File: config.mk
export PLATFORM = sky130hd
export DESIGN_NAME = nibble_lz_gamma_decoder
export DESIGN_NICKNAME = d
export VERILOG_FILES = /design/src/rtl/core/nlzg_pkg.sv /design/src/rtl/core/nlzg_front.sv /design/src/rtl/core/nlzg_back.sv /design/src/rtl/core/nibble_lz_gamma_decoder.sv
export SDC_FILE = /design/constraint.sdc
export NUM_CORES = 2
export LEC_CHECK = 0
export BUFFER_PORTS_ARGS = -buffer_cell sky130_fd_sc_hd__buf_4
export CAP_MARGIN = 20
export CORE_MARGIN = 5
export CORE_UTILIZATION = 60
export DETAILED_ROUTE_END_ITERATION = 12
export PLACE_DENSITY = 0.77
export SLEW_MARGIN = 30
export SYNTH_ARGS = -nofsm -noshare
export SYNTH_HDL_FRONTEND = slang
export SYNTH_HIERARCHICAL = 1
export SYNTH_SLANG_ARGS = --single-unit
File: constraint.sdc
create_clock -name clk -period 36.5 [get_ports clk]
set_input_delay 7.3 -clock clk [delete_from_list [all_inputs] [get_ports clk]]
set_output_delay 7.3 -clock clk [all_outputs]
set_load 0.005 [all_outputs]
File: src/rtl/core/nlzg_pkg.sv
`timescale 1ns / 1ps
`default_nettype none

package nlzg_pkg;

	localparam int HIST_DEPTH = 256;
	localparam int HIST_AW    = $clog2(HIST_DEPTH);

	localparam int QDEPTH = 2;
	localparam int QPTR_W = $clog2(QDEPTH);

	localparam logic [1:0] OP_START = 2'd0;
	localparam logic [1:0] OP_FLAG  = 2'd1;
	localparam logic [1:0] OP_DATA  = 2'd2;
	localparam logic [1:0] OP_PULL  = 2'd3;

	localparam logic [12:0] END_LIMIT  = 13'd3000;
	localparam logic [12:0] VALUE_MAX  = 13'd8191;
	localparam logic [12:0] WEIGHT_MAX = 13'd4096;

	typedef enum logic [1:0] {
		CMD_START,
		CMD_FLAG,
		CMD_DATA,
		CMD_PULL
	} cmd_kind_t;

	typedef struct packed {
		cmd_kind_t   kind;
		logic [31:0] operand;
	} cmd_t;

	typedef enum logic [2:0] {
		ST_NIB       = 3'd0,
		ST_NEED_FLAG = 3'd1,
		ST_NEED_DATA = 3'd2,
		ST_END       = 3'd3,
		ST_OK        = 3'd4,
		ST_ERR       = 3'd5
	} status_t;

endpackage

`default_nettype wire

File: src/rtl/core/nlzg_front.sv
`timescale 1ns / 1ps
`default_nettype none

module nlzg_front (
	input  wire                 clk,
	input  wire                 arst_n,
	input  wire                 item_valid,
	output logic                item_stall,
	input  wire  [1:0]          operation,
	input  wire  [31:0]         flag_word,
	input  wire  [7:0]          data_byte,
	output logic                head_valid,
	output nlzg_pkg::cmd_t      head,
	input  wire                 pop
);

	nlzg_pkg::cmd_t                 q_mem [nlzg_pkg::QDEPTH];
	logic [nlzg_pkg::QPTR_W-1:0]    wr_ptr_q;
	logic [nlzg_pkg::QPTR_W-1:0]    rd_ptr_q;
	logic [nlzg_pkg::QPTR_W:0]      count_q;
	nlzg_pkg::cmd_t                 cmd;
	logic                           push;

	// classify the incoming transaction
	always_comb begin
		cmd.kind    = nlzg_pkg::CMD_PULL;
		cmd.operand = '0;
		unique case (operation)
			nlzg_pkg::OP_START: begin
				cmd.kind = nlzg_pkg::CMD_START;
			end
			nlzg_pkg::OP_FLAG: begin
				cmd.kind    = nlzg_pkg::CMD_FLAG;
				cmd.operand = flag_word;
			end
			nlzg_pkg::OP_DATA: begin
				cmd.kind    = nlzg_pkg::CMD_DATA;
				cmd.operand = {24'd0, data_byte};
			end
			default: begin
				cmd.kind = nlzg_pkg::CMD_PULL;
			end
		endcase
	end

	assign item_stall = (count_q == (nlzg_pkg::QPTR_W+1)'(nlzg_pkg::QDEPTH));
	assign push       = item_valid && !item_stall;
	assign head_valid = (count_q != '0);
	assign head       = q_mem[rd_ptr_q];

	always_ff @(posedge clk) begin
		if (push) begin
			q_mem[wr_ptr_q] <= cmd;
		end
	end

	always_ff @(posedge clk or negedge arst_n) begin
		if (!arst_n) begin
			wr_ptr_q <= '0;
			rd_ptr_q <= '0;
			count_q  <= '0;
		end else begin
			if (push) begin
				wr_ptr_q <= wr_ptr_q + 1'b1;
			end
			if (pop) begin
				rd_ptr_q <= rd_ptr_q + 1'b1;
			end
			if (push && !pop) begin
				count_q <= count_q + 1'b1;
			end else if (pop && !push) begin
				count_q <= count_q - 1'b1;
			end
		end
	end

endmodule

`default_nettype wire

File: src/rtl/core/nlzg_back.sv
`timescale 1ns / 1ps
`default_nettype none

module nlzg_back (
	input  wire                 clk,
	input  wire                 arst_n,
	input  wire                 head_valid,
	input  wire nlzg_pkg::cmd_t head,
	output logic                pop,
	output logic                result_valid,
	input  wire                 result_stall,
	output logic [2:0]          status,
	output logic [3:0]          nibble,
	output logic                from_copy
);

	localparam int AW     = nlzg_pkg::HIST_AW;
	localparam int DIST_W = 9;

	typedef enum logic [2:0] {
		PH_IDLE,
		PH_FIRST,
		PH_TOKEN,
		PH_DIST,
		PH_GSTOP,
		PH_GDATA,
		PH_COPY,
		PH_END
	} phase_t;

	typedef enum logic {
		E_RUN,
		E_RD
	} eng_t;

	// stream state
	logic [31:0]  flag_bits_q,    flag_bits_d;
	logic [5:0]   flag_left_q,    flag_left_d;
	logic [7:0]   held_byte_q,    held_byte_d;
	logic         held_valid_q,   held_valid_d;
	logic         low_next_q,     low_next_d;
	phase_t       phase_q,        phase_d;
	logic [7:0]   dist_q,         dist_d;
	logic         dist_taken_q,   dist_taken_d;
	logic [12:0]  len_value_q,    len_value_d;
	logic [12:0]  len_weight_q,   len_weight_d;
	logic [11:0]  copy_rem_q,     copy_rem_d;
	logic [AW-1:0] wp_q,          wp_d;
	eng_t         eng_q,          eng_d;

	// output register
	logic         result_valid_q;
	nlzg_pkg::status_t status_q;
	logic [3:0]   nibble_q;
	logic         from_copy_q;

	// history
	logic [3:0]   hist_mem [nlzg_pkg::HIST_DEPTH];
	logic [nlzg_pkg::HIST_DEPTH-1:0] hist_vld_q;
	logic [3:0]   rd_nib_q;
	logic         rd_vld_q;
	logic         rd_en;
	logic [AW-1:0] rd_idx;
	logic         wr_en;
	logic [3:0]   wr_nib;

	// step results
	logic         out_free;
	logic         emit;
	nlzg_pkg::status_t res_status;
	logic [3:0]   res_nib;
	logic         res_copy;

	logic [4:0]   flag_idx;
	logic         flag_top;
	logic [3:0]   cur_nib;
	logic [13:0]  gsum;
	logic [12:0]  gsat;
	logic [12:0]  wdbl;
	logic         active;
	logic [DIST_W-1:0] dist_ext;
	logic [AW:0]  idx_w;
	logic [3:0]   copy_nib;

	assign out_free = !result_valid_q || !result_stall;
	assign flag_idx = 5'(flag_left_q - 6'd1);
	assign flag_top = flag_bits_q[flag_idx];
	assign cur_nib  = low_next_q ? held_byte_q[3:0] : held_byte_q[7:4];
	assign gsum     = {1'b0, len_value_q} + {1'b0, len_weight_q};
	assign gsat     = (gsum > {1'b0, nlzg_pkg::VALUE_MAX}) ? nlzg_pkg::VALUE_MAX : gsum[12:0];
	assign wdbl     = (len_weight_q >= nlzg_pkg::WEIGHT_MAX) ? nlzg_pkg::WEIGHT_MAX
	                                                         : {len_weight_q[11:0], 1'b0};
	assign active   = (phase_q != PH_IDLE) && (phase_q != PH_END);
	assign dist_ext = (dist_q == 8'd0) ? DIST_W'(256) : {1'b0, dist_q};
	assign idx_w    = {1'b0, wp_q} - (AW+1)'(dist_ext);
	assign rd_idx   = idx_w[AW-1:0];
	assign copy_nib = rd_vld_q ? rd_nib_q : 4'd0;

	always_comb begin
		flag_bits_d  = flag_bits_q;
		flag_left_d  = flag_left_q;
		held_byte_d  = held_byte_q;
		held_valid_d = held_valid_q;
		low_next_d   = low_next_q;
		phase_d      = phase_q;
		dist_d       = dist_q;
		dist_taken_d = dist_taken_q;
		len_value_d  = len_value_q;
		len_weight_d = len_weight_q;
		copy_rem_d   = copy_rem_q;
		wp_d         = wp_q;
		eng_d        = eng_q;
		pop          = 1'b0;
		rd_en        = 1'b0;
		wr_en        = 1'b0;
		wr_nib       = 4'd0;
		emit         = 1'b0;
		res_status   = nlzg_pkg::ST_NIB;
		res_nib      = 4'd0;
		res_copy     = 1'b0;

		if (head_valid && out_free) begin
			unique case (eng_q)
				E_RD: begin
					wr_en      = 1'b1;
					wr_nib     = copy_nib;
					wp_d       = wp_q + 1'b1;
					copy_rem_d = copy_rem_q - 12'd1;
					if (copy_rem_q == 12'd1) begin
						flag_left_d = flag_left_q - 6'd1;
						phase_d     = PH_TOKEN;
					end
					emit     = 1'b1;
					res_nib  = copy_nib;
					res_copy = 1'b1;
					pop      = 1'b1;
					eng_d    = E_RUN;
				end
				default: begin
					unique case (head.kind)
						nlzg_pkg::CMD_START: begin
							flag_bits_d  = '0;
							flag_left_d  = '0;
							held_byte_d  = '0;
							held_valid_d = 1'b0;
							low_next_d   = 1'b0;
							dist_d       = '0;
							dist_taken_d = 1'b0;
							len_value_d  = '0;
							len_weight_d = 13'd1;
							copy_rem_d   = '0;
							phase_d      = PH_FIRST;
							emit         = 1'b1;
							res_status   = nlzg_pkg::ST_OK;
							pop          = 1'b1;
						end
						nlzg_pkg::CMD_FLAG: begin
							emit = 1'b1;
							pop  = 1'b1;
							if (!active || flag_left_q != 6'd0) begin
								res_status = nlzg_pkg::ST_ERR;
							end else begin
								flag_bits_d = head.operand;
								flag_left_d = 6'd32;
								res_status  = nlzg_pkg::ST_OK;
							end
						end
						nlzg_pkg::CMD_DATA: begin
							emit = 1'b1;
							pop  = 1'b1;
							if (!active || held_valid_q) begin
								res_status = nlzg_pkg::ST_ERR;
							end else begin
								held_byte_d  = head.operand[7:0];
								held_valid_d = 1'b1;
								low_next_d   = 1'b0;
								res_status   = nlzg_pkg::ST_OK;
							end
						end
						default: begin
							unique case (phase_q)
								PH_IDLE: begin
									emit       = 1'b1;
									pop        = 1'b1;
									res_status = nlzg_pkg::ST_ERR;
								end
								PH_FIRST: begin
									emit = 1'b1;
									pop  = 1'b1;
									if (!held_valid_q) begin
										res_status = nlzg_pkg::ST_NEED_DATA;
									end else begin
										low_next_d   = !low_next_q;
										held_valid_d = !low_next_q;
										wr_en        = 1'b1;
										wr_nib       = cur_nib;
										wp_d         = wp_q + 1'b1;
										phase_d      = PH_TOKEN;
										res_nib      = cur_nib;
									end
								end
								PH_TOKEN: begin
									if (flag_left_q == 6'd0) begin
										emit       = 1'b1;
										pop        = 1'b1;
										res_status = nlzg_pkg::ST_NEED_FLAG;
									end else if (flag_top) begin
										emit = 1'b1;
										pop  = 1'b1;
										if (!held_valid_q) begin
											res_status = nlzg_pkg::ST_NEED_DATA;
										end else begin
											flag_left_d  = flag_left_q - 6'd1;
											low_next_d   = !low_next_q;
											held_valid_d = !low_next_q;
											wr_en        = 1'b1;
											wr_nib       = cur_nib;
											wp_d         = wp_q + 1'b1;
											res_nib      = cur_nib;
										end
									end else begin
										flag_left_d  = flag_left_q - 6'd1;
										dist_d       = '0;
										dist_taken_d = 1'b0;
										phase_d      = PH_DIST;
									end
								end
								PH_DIST: begin
									if (!held_valid_q) begin
										emit       = 1'b1;
										pop        = 1'b1;
										res_status = nlzg_pkg::ST_NEED_DATA;
									end else begin
										dist_d       = {dist_q[3:0], cur_nib};
										low_next_d   = !low_next_q;
										held_valid_d = !low_next_q;
										if (dist_taken_q) begin
											len_value_d  = '0;
											len_weight_d = 13'd1;
											phase_d      = PH_GSTOP;
										end else begin
											dist_taken_d = 1'b1;
										end
									end
								end
								PH_GSTOP: begin
									if (flag_left_q == 6'd0) begin
										emit       = 1'b1;
										pop        = 1'b1;
										res_status = nlzg_pkg::ST_NEED_FLAG;
									end else if (flag_top) begin
										// closing bit stays until the copy is done
										len_value_d = gsat;
										if (gsat >= nlzg_pkg::END_LIMIT) begin
											phase_d    = PH_END;
											emit       = 1'b1;
											pop        = 1'b1;
											res_status = nlzg_pkg::ST_END;
										end else begin
											copy_rem_d = gsat[11:0] + 12'd2;
											phase_d    = PH_COPY;
										end
									end else begin
										flag_left_d = flag_left_q - 6'd1;
										phase_d     = PH_GDATA;
									end
								end
								PH_GDATA: begin
									if (flag_left_q == 6'd0) begin
										emit       = 1'b1;
										pop        = 1'b1;
										res_status = nlzg_pkg::ST_NEED_FLAG;
									end else begin
										flag_left_d = flag_left_q - 6'd1;
										if (flag_top) begin
											len_value_d = gsat;
										end
										len_weight_d = wdbl;
										phase_d      = PH_GSTOP;
									end
								end
								PH_COPY: begin
									rd_en = 1'b1;
									eng_d = E_RD;
								end
								default: begin
									emit       = 1'b1;
									pop        = 1'b1;
									res_status = nlzg_pkg::ST_END;
								end
							endcase
						end
					endcase
				end
			endcase
		end
	end

	always_ff @(posedge clk or negedge arst_n) begin
		if (!arst_n) begin
			flag_bits_q    <= '0;
			flag_left_q    <= '0;
			held_byte_q    <= '0;
			held_valid_q   <= 1'b0;
			low_next_q     <= 1'b0;
			phase_q        <= PH_IDLE;
			dist_q         <= '0;
			dist_taken_q   <= 1'b0;
			len_value_q    <= '0;
			len_weight_q   <= 13'd1;
			copy_rem_q     <= '0;
			wp_q           <= '0;
			eng_q          <= E_RUN;
			result_valid_q <= 1'b0;
			status_q       <= nlzg_pkg::ST_NIB;
			nibble_q       <= '0;
			from_copy_q    <= 1'b0;
		end else begin
			flag_bits_q  <= flag_bits_d;
			flag_left_q  <= flag_left_d;
			held_byte_q  <= held_byte_d;
			held_valid_q <= held_valid_d;
			low_next_q   <= low_next_d;
			phase_q      <= phase_d;
			dist_q       <= dist_d;
			dist_taken_q <= dist_taken_d;
			len_value_q  <= len_value_d;
			len_weight_q <= len_weight_d;
			copy_rem_q   <= copy_rem_d;
			wp_q         <= wp_d;
			eng_q        <= eng_d;
			if (emit) begin
				result_valid_q <= 1'b1;
				status_q       <= res_status;
				nibble_q       <= res_nib;
				from_copy_q    <= res_copy;
			end else if (!result_stall) begin
				result_valid_q <= 1'b0;
			end
		end
	end

	always_ff @(posedge clk or negedge arst_n) begin
		if (!arst_n) begin
			hist_vld_q <= '0;
		end else if (wr_en) begin
			hist_vld_q[wp_q] <= 1'b1;
		end
	end

	always_ff @(posedge clk) begin
		if (wr_en) begin
			hist_mem[wp_q] <= wr_nib;
		end
		if (rd_en) begin
			rd_nib_q <= hist_mem[rd_idx];
			rd_vld_q <= hist_vld_q[rd_idx];
		end
	end

	assign result_valid = result_valid_q;
	assign status       = status_q;
	assign nibble       = nibble_q;
	assign from_copy    = from_copy_q;

endmodule

`default_nettype wire

File: src/rtl/core/nibble_lz_gamma_decoder.sv
// Flow: an accepted transaction enters the queue, and a start or load is answered
// through the registered result outputs. A pull takes one decode step per token, distance
// nibble or gamma bit, plus a history read for a copied nibble, so the first nibble of
// a match takes more steps than a literal. The decode sequencer works on one transaction
// at a time, and a 2-entry queue buffers input meanwhile.
// Reset: arst_n clears all control state; history reads as zero until written.
`timescale 1ns / 1ps
`default_nettype none

module nibble_lz_gamma_decoder (
	input  wire         clk,
	input  wire         arst_n,
	input  wire         item_valid,
	output logic        item_stall,
	input  wire  [1:0]  operation,
	input  wire  [31:0] flag_word,
	input  wire  [7:0]  data_byte,
	output logic        result_valid,
	input  wire         result_stall,
	output logic [2:0]  status,
	output logic [3:0]  nibble,
	output logic        from_copy
);

	logic           head_valid;
	nlzg_pkg::cmd_t head;
	logic           pop;

	nlzg_front u_front (
		.clk        (clk),
		.arst_n     (arst_n),
		.item_valid (item_valid),
		.item_stall (item_stall),
		.operation  (operation),
		.flag_word  (flag_word),
		.data_byte  (data_byte),
		.head_valid (head_valid),
		.head       (head),
		.pop        (pop)
	);

	nlzg_back u_back (
		.clk          (clk),
		.arst_n       (arst_n),
		.head_valid   (head_valid),
		.head         (head),
		.pop          (pop),
		.result_valid (result_valid),
		.result_stall (result_stall),
		.status       (status),
		.nibble       (nibble),
		.from_copy    (from_copy)
	);

endmodule

`default_nettype wire

### Word-level counts from Yosys, hierarchy flattened

Memories as Yosys holds them, arrays and structs flattened. A register that Yosys moved wholly into a read port is not among the register bits.
Cells that the tools add are included.

| cells by class | value |
|---|---|
| bitwise gates (word level) | 4 |
| order comparisons | 7 |
| reductions and logical operators | 50 |
| multiplexer cells | 138 |
| equal/unequal tests | 46 |
| $add $sub $neg | 10 |

Operators with widths:

| kind | number |
|---|---|
| 256-bit bitwise OR | 1 |
| 32-bit one-hot mux with 2 select lines | 2 |
| 13-bit two-way mux | 9 |
| 13-bit one-hot mux with 2 select lines | 4 |
| 8-bit two-way mux | 10 |
| 8-bit one-hot mux with 2 select lines | 4 |
| 12-bit two-way mux | 5 |
| 6-bit two-way mux | 9 |
| 1-bit two-way mux | 46 |
| 3-bit two-way mux | 14 |
| 6-bit one-hot mux with 3 select lines | 2 |
| 32-bit two-way mux | 1 |
| 4-bit two-way mux | 8 |
| 12-bit one-hot mux with 2 select lines | 1 |
| 7-bit AND reduction | 3 |
| 3-bit nonzero test | 7 |
| 5-bit by 4-bit inequality test with 1-bit output, second input constant | 4 |
| 8-bit by 9-bit < comparator with 1-bit output, second input constant | 2 |
| 3-bit one-hot mux with 6 select lines | 1 |
| 4-bit by 1-bit inequality test with 1-bit output, second input constant | 4 |
| 4-bit by 3-bit inequality test with 1-bit output, second input constant | 4 |
| 3-bit inequality test, second input constant | 5 |
| 3-bit one-hot mux with 5 select lines | 1 |
| 13-bit by 13-bit adder with 14-bit output | 1 |
| other kinds (56) | 107 |

| word-level totals | value |
|---|---|
| memories kept | 2 |
| word-level logic and storage cells | 279 |
| register bits after elaboration | 377 |
| bits in writable memories | 1092 |
| output and inout port bits | 10 |

Memories:

| name | words | bits a word | rd ports | clocked after Yosys merged registers in | wr ports | line | source |
|---|---|---|---|---|---|---|---|
| u_back.hist_mem | 256 | 4 | 1 | 1 | 1 | nlzg_back.sv:58 | `logic [3:0] hist_mem [nlzg_pkg::HIST_DEPTH];` |
| u_front.q_mem | 2 | 34 | 1 | 0 | 1 | nlzg_front.sv:17 | `nlzg_pkg::cmd_t q_mem [nlzg_pkg::QDEPTH];` |

### Longest topological paths before layout

| logic depth | value |
|---|---|
| depth after elaboration | 14 |
| depth in mapped cells | 19 |
| mapped depth without buffers | 17 |

### Modules after synthesis

Netlist, hierarchy kept.

Modules (own cells, without submodules):

| module | seq. area each (sq um) | instances | area each (sq um) | cells each |
|---|---|---|---|---|
| nlzg_back | 40209.8 | 1 | 57705.3 | 3261 |
| nlzg_front | 2142.1 | 1 | 3121.7 | 177 |

### Least setup slack after synthesis

Ideal clock, no wire load.

| timing path | value |
|---|---|
| path type | input to register |
| start | input result_stall |
| end | memory u_back.hist_mem[0][3] (data pin) |
| arrival | 22.257 ns |
| path buffers | 0 |
| slack | 11.268 ns |
| setup time | 2.976 ns |
| cell stages on the path | 5 |
| data required time | 33.524 ns |
| cells stage by stage | nand2_1 -> nand2_1 -> nor3_1 -> nand3_1 -> o41ai_1 |

| between the ends | value |
|---|---|
| longest elaborated chain between the ends | 4 |

Ends and longest elaborated chain:

| what | line | source |
|---|---|---|
| start, declared | nibble_lz_gamma_decoder.sv:19 | `input wire result_stall,` |
| 1-bit logical NOT | nlzg_back.sv:85 | `assign out_free = !result_valid_q \|\| !result_stall;` |
| 1-bit logical OR | nlzg_back.sv:85 |  |
| 1-bit logical AND | nlzg_back.sv:122 | `if (head_valid && out_free) begin` |
| 4-bit two-way mux | - |  |
| via u_back.res_nib[3] | nlzg_back.sv:71 | `logic [3:0] res_nib;` |
| end, declared | nlzg_back.sv:58 |  |

The timed path passes the listed nets, and every way through them passes these cells.

### Worst setup path after layout

| timing path | value |
|---|---|
| start | input result_stall |
| end | memory u_back.hist_mem[188][3] (data pin) |

The elaborated chain is that of the path after synthesis.

==> metrics <==
status=finished, final reports clean; number of port buffers=55; Yosys warning total=6; Reg-to-Reg Start=u_back/flag_left_q[0]$_DFFE_PN0P_; RSZ-0062 raised after global routing=no; CTS Sinks=1473; Hold WS=460 ps; DR WL/cell=27.7 um; M3 GR Usage=4.18%; initial antenna violation count=4; Layout area overhead=11.1%; Top-Level Pins=56; hold bufs inserted after CTS=0; Global Route met2 Usage=43.4%; Final setup viols=0; min-delay src=u_back/hist_vld_q[156]$_DFFE_PN0P_; DP Area=62600 um2; Fmax=95.2 MHz; normalized max-slew margin=31.1%; hold-critical path endpoint=u_back/hist_vld_q[156]$_DFFE_PN0P_; htree depth=4; syn avg cell area=17.7 um2; HPWL Detailed=80.7 mm; layout cells sized above 1=27.1%; post-synthesis async set-or-reset flop share=25.5%; Slew Limit Fails=0; total gr overflow=0; min-delay worst type=flip-flop to flip-flop; critical path launch point type=input pin; period utilization=28.8%; nets@finish=3570; post-route design area=67600 um2; worst-path fanout max=85; CP Capture Type=flip-flop; MaxCap Viol Count=0; gpl congestion=0.877; Post-DRT Antenna Nets=0; CP required=36900 ps; Setup TNS Final=0 ps; Hold Fails Final Rpt=0; Mapped Nets=3522; row count=116; Core Box Area=100000 um2; R2R depth=11; CTS tree=yes; worst setup path class=input pin to flip-flop; vias in the first global route=33300; Die Span Y=328 um; vias per inst=6.46; total CTS buffers=145; Reg clk slew, reported paths=60 ps; Longest Clk Path Bufs=3; Yosys reg bits=1473; worst vdd rail ir drop=91.6 uV; Post-CTS Setup Inserts=0; Layout Skew=29.0 ps; hold depth=1; Die W=328 um; min Tclk post-route=10510 ps; post-CTS sizing=0; Main synth FF type=edfxtp_1; number of synthesized flops with an enable pin=1097; Die Area=108000 um2; Clk Latency, worst-skew pair=750 ps; overall routed net length=138 mm; overall routing resource usage=26.0%; GR peak layer=met2; Post-Syn Area=60800 um2; Power, Total=5.06 mW; Power per Cell Area=74.8 nW/um2; pin count of the biggest net entering global routing=221; reg-to-reg endpoint=u_back/hist_mem[188][3]$_DFFE_PP_; Root Buffer=clkbuf_16; first-pass GRT wire length=211 mm; Pleak=23.0 nW; slew at the pin closest to its max-slew limit=1030 ps; DR vias=32100; router iterations before antenna repair=6; Iteration-0 DRC Markers=3518; Starting Density=60.6%; Post-Syn Instances=3438; CP arrival=10900 ps; sequential cell area fraction in the yosys report=69.6%; count of cell types in the netlist=91; worst reg2reg setup slack=30730 ps; M1 GR Usage=36.0%; DRC Markers=0
cell usage in the layout (no fill, tap or decap), types with 8 or more instances in the layout:
cell | netlist | routed
a21oi_1 | 29 | 29
or3_1 | 10 | 10
o21ai_0 | 99 | 95
mux2_2 | 10 | 10
clkbuf_8 | 0 | 14
clkinv_1 | 0 | 20
clkbuf_16 | 0 | 152
o21bai_1 | 65 | 65
dfrtp_1 | 375 | 374
ha_1 | 36 | 35
mux2i_1 | 24 | 24
and2_1 | 29 | 29
a22oi_1 | 9 | 9
xor2_1 | 12 | 12
buf_4 | 4 | 87
a22o_1 | 8 | 8
bufinv_16 | 0 | 10
inv_1 | 36 | 36
o31ai_1 | 14 | 14
nor3_1 | 12 | 11
nor2_1 | 324 | 322
mux4_2 | 428 | 428
buf_16 | 0 | 9
nand2_1 | 180 | 179
or2_1 | 57 | 57
xnor2_1 | 17 | 14
nor2b_1 | 8 | 8
edfxtp_1 | 1097 | 1097
a21o_1 | 12 | 12
clkinv_2 | 0 | 17
nand3_1 | 31 | 29
or2_2 | 143 | 143
mux2_4 | 30 | 30
clkbuf_1 | 133 | 42
nand2b_1 | 11 | 11
area by class of cell:
| class | count | area, um2 |
|---|---|---|
| Sequential cell | 1473 | 42400 |
| Clock buffer | 208 | 4150 |
| Clock inverter | 64 | 654 |
| Multi-Input combinational cell | 1724 | 17500 |
| Fill cell | 6274 | 32800 |
| Antenna cell | 1 | 2.50 |
| Timing Repair Buffer | 106 | 1080 |
| Tap cell | 1357 | 1700 |
| Inverter | 36 | 135 |
flip-flops by register name (all words and copies together) (netlist names), 2 cells and up:
name	count
u_front/count_q	2
u_back/rd_nib_q	4
u_back/hist_mem	1024
u_front/q_mem	68
u_back/flag_bits_q	32
u_back/len_value_q	13
u_back/phase_q	3
u_back/dist_q	8
u_back/flag_left_q	6
u_back/hist_vld_q	256
u_back/len_weight_q	13
u_back/held_byte_q	8
u_back/copy_rem_q	12
u_back/nibble	4
u_back/wp_q	8
u_back/status	3
worst max path at each step:
stage | startpoint | end | slack [ps] | depth (start not counted)
2_1_floorplan | result_stall | u_back/hist_mem[0][3]$_DFFE_PP_ | 11270 | 5
3_3_place_gp | result_stall | u_back/hist_mem[174][3]$_DFFE_PP_ | 25410 | 8
3_5_place_dp | result_stall | u_back/hist_mem[247][3]$_DFFE_PP_ | 25370 | 8
4_1_cts | result_stall | u_back/hist_mem[171][3]$_DFFE_PP_ | 26160 | 8
5_1_grt | result_stall | u_back/hist_mem[188][3]$_DFFE_PP_ | 25830 | 8
6_report | result_stall | u_back/hist_mem[188][3]$_DFFE_PP_ | 25990 | 8
worst max-delay path, cell delays in order:
cell and delay [ps]:
buf_4 110, nand2_1 140, nand2_1 310, nor3_1 400
nand3_1 370, o41ai_2 460, buf_4 720, buf_4 850
where the power goes:
group	switching, mW	internal, mW	leakage [nW]
Combinational	0.892	0.752	6.91
Sequential	0.0570	1.86	13.8
Clock	0.626	0.868	2.33
per-layer routing:
layer / part of all wire (%) / wire length (um)
met5: 0.024 / 33
met4: 3.0 / 4080
met3: 7.6 / 10500
met2: 51 / 70200
met1: 38 / 52800
through the flow:
step	std cells	utilization, %	setup WS, ps
after floorplan	3438	-	11270
after global placement	4687	62.2	25410
after detailed placement	4689	62.3	25370
after CTS	4961	67.1	26160
after global routing	4968	67.3	25830
final	4969	67.3	25990
logic make-up after synthesis:
| kind of cell | share of synthesized area (%) |
|---|---|
| flip-flops | 69.6 |
| AND/OR/NAND/NOR | 6.79 |
| multiplexers | 17.2 |
| AO/OA/AOI/OAI | 3.45 |
| buffers and inverters | 1.74 |
| adder cells (fa/ha/maj) | 0.806 |
| XOR/XNOR | 0.418 |
cell usage after synthesis (6+ instances only):
| cell type | n | area [um2] |
|---|---|---|
| and3_1 | 6 | 37.5 |
| dfrtp_1 | 375 | 9380 |
| a22o_1 | 8 | 70.1 |
| or3_1 | 10 | 62.6 |
| o31ai_1 | 14 | 105 |
| xnor2_1 | 17 | 149 |
| mux2i_1 | 24 | 240 |
| a31oi_1 | 7 | 43.8 |
| mux2_4 | 30 | 450 |
| or2_2 | 143 | 895 |
| o21bai_1 | 65 | 488 |
| inv_1 | 36 | 135 |
| buf_1 | 7 | 26.3 |
| or2_1 | 57 | 357 |
| clkbuf_1 | 133 | 499 |
| a21boi_0 | 6 | 45.0 |
| a21oi_1 | 29 | 145 |
| nor2b_1 | 8 | 50.1 |
| buf_2 | 55 | 275 |
| ha_1 | 36 | 450 |
| a22oi_1 | 9 | 67.6 |
| o21a_1 | 6 | 45.0 |
| xor2_1 | 12 | 105 |
| nand3_1 | 31 | 155 |
| and2_1 | 29 | 181 |
| o21ai_0 | 99 | 495 |
| mux2_2 | 10 | 113 |
| nor2_1 | 324 | 1220 |
| a21o_2 | 7 | 61.3 |
| nor3_1 | 12 | 60.1 |
| mux4_2 | 428 | 9640 |
| nand2b_1 | 11 | 68.8 |
| a21o_1 | 12 | 90.1 |
| nand2_1 | 180 | 676 |
| edfxtp_1 | 1097 | 32900 |
No activity file was read; power rests on OpenSTA's default activity.
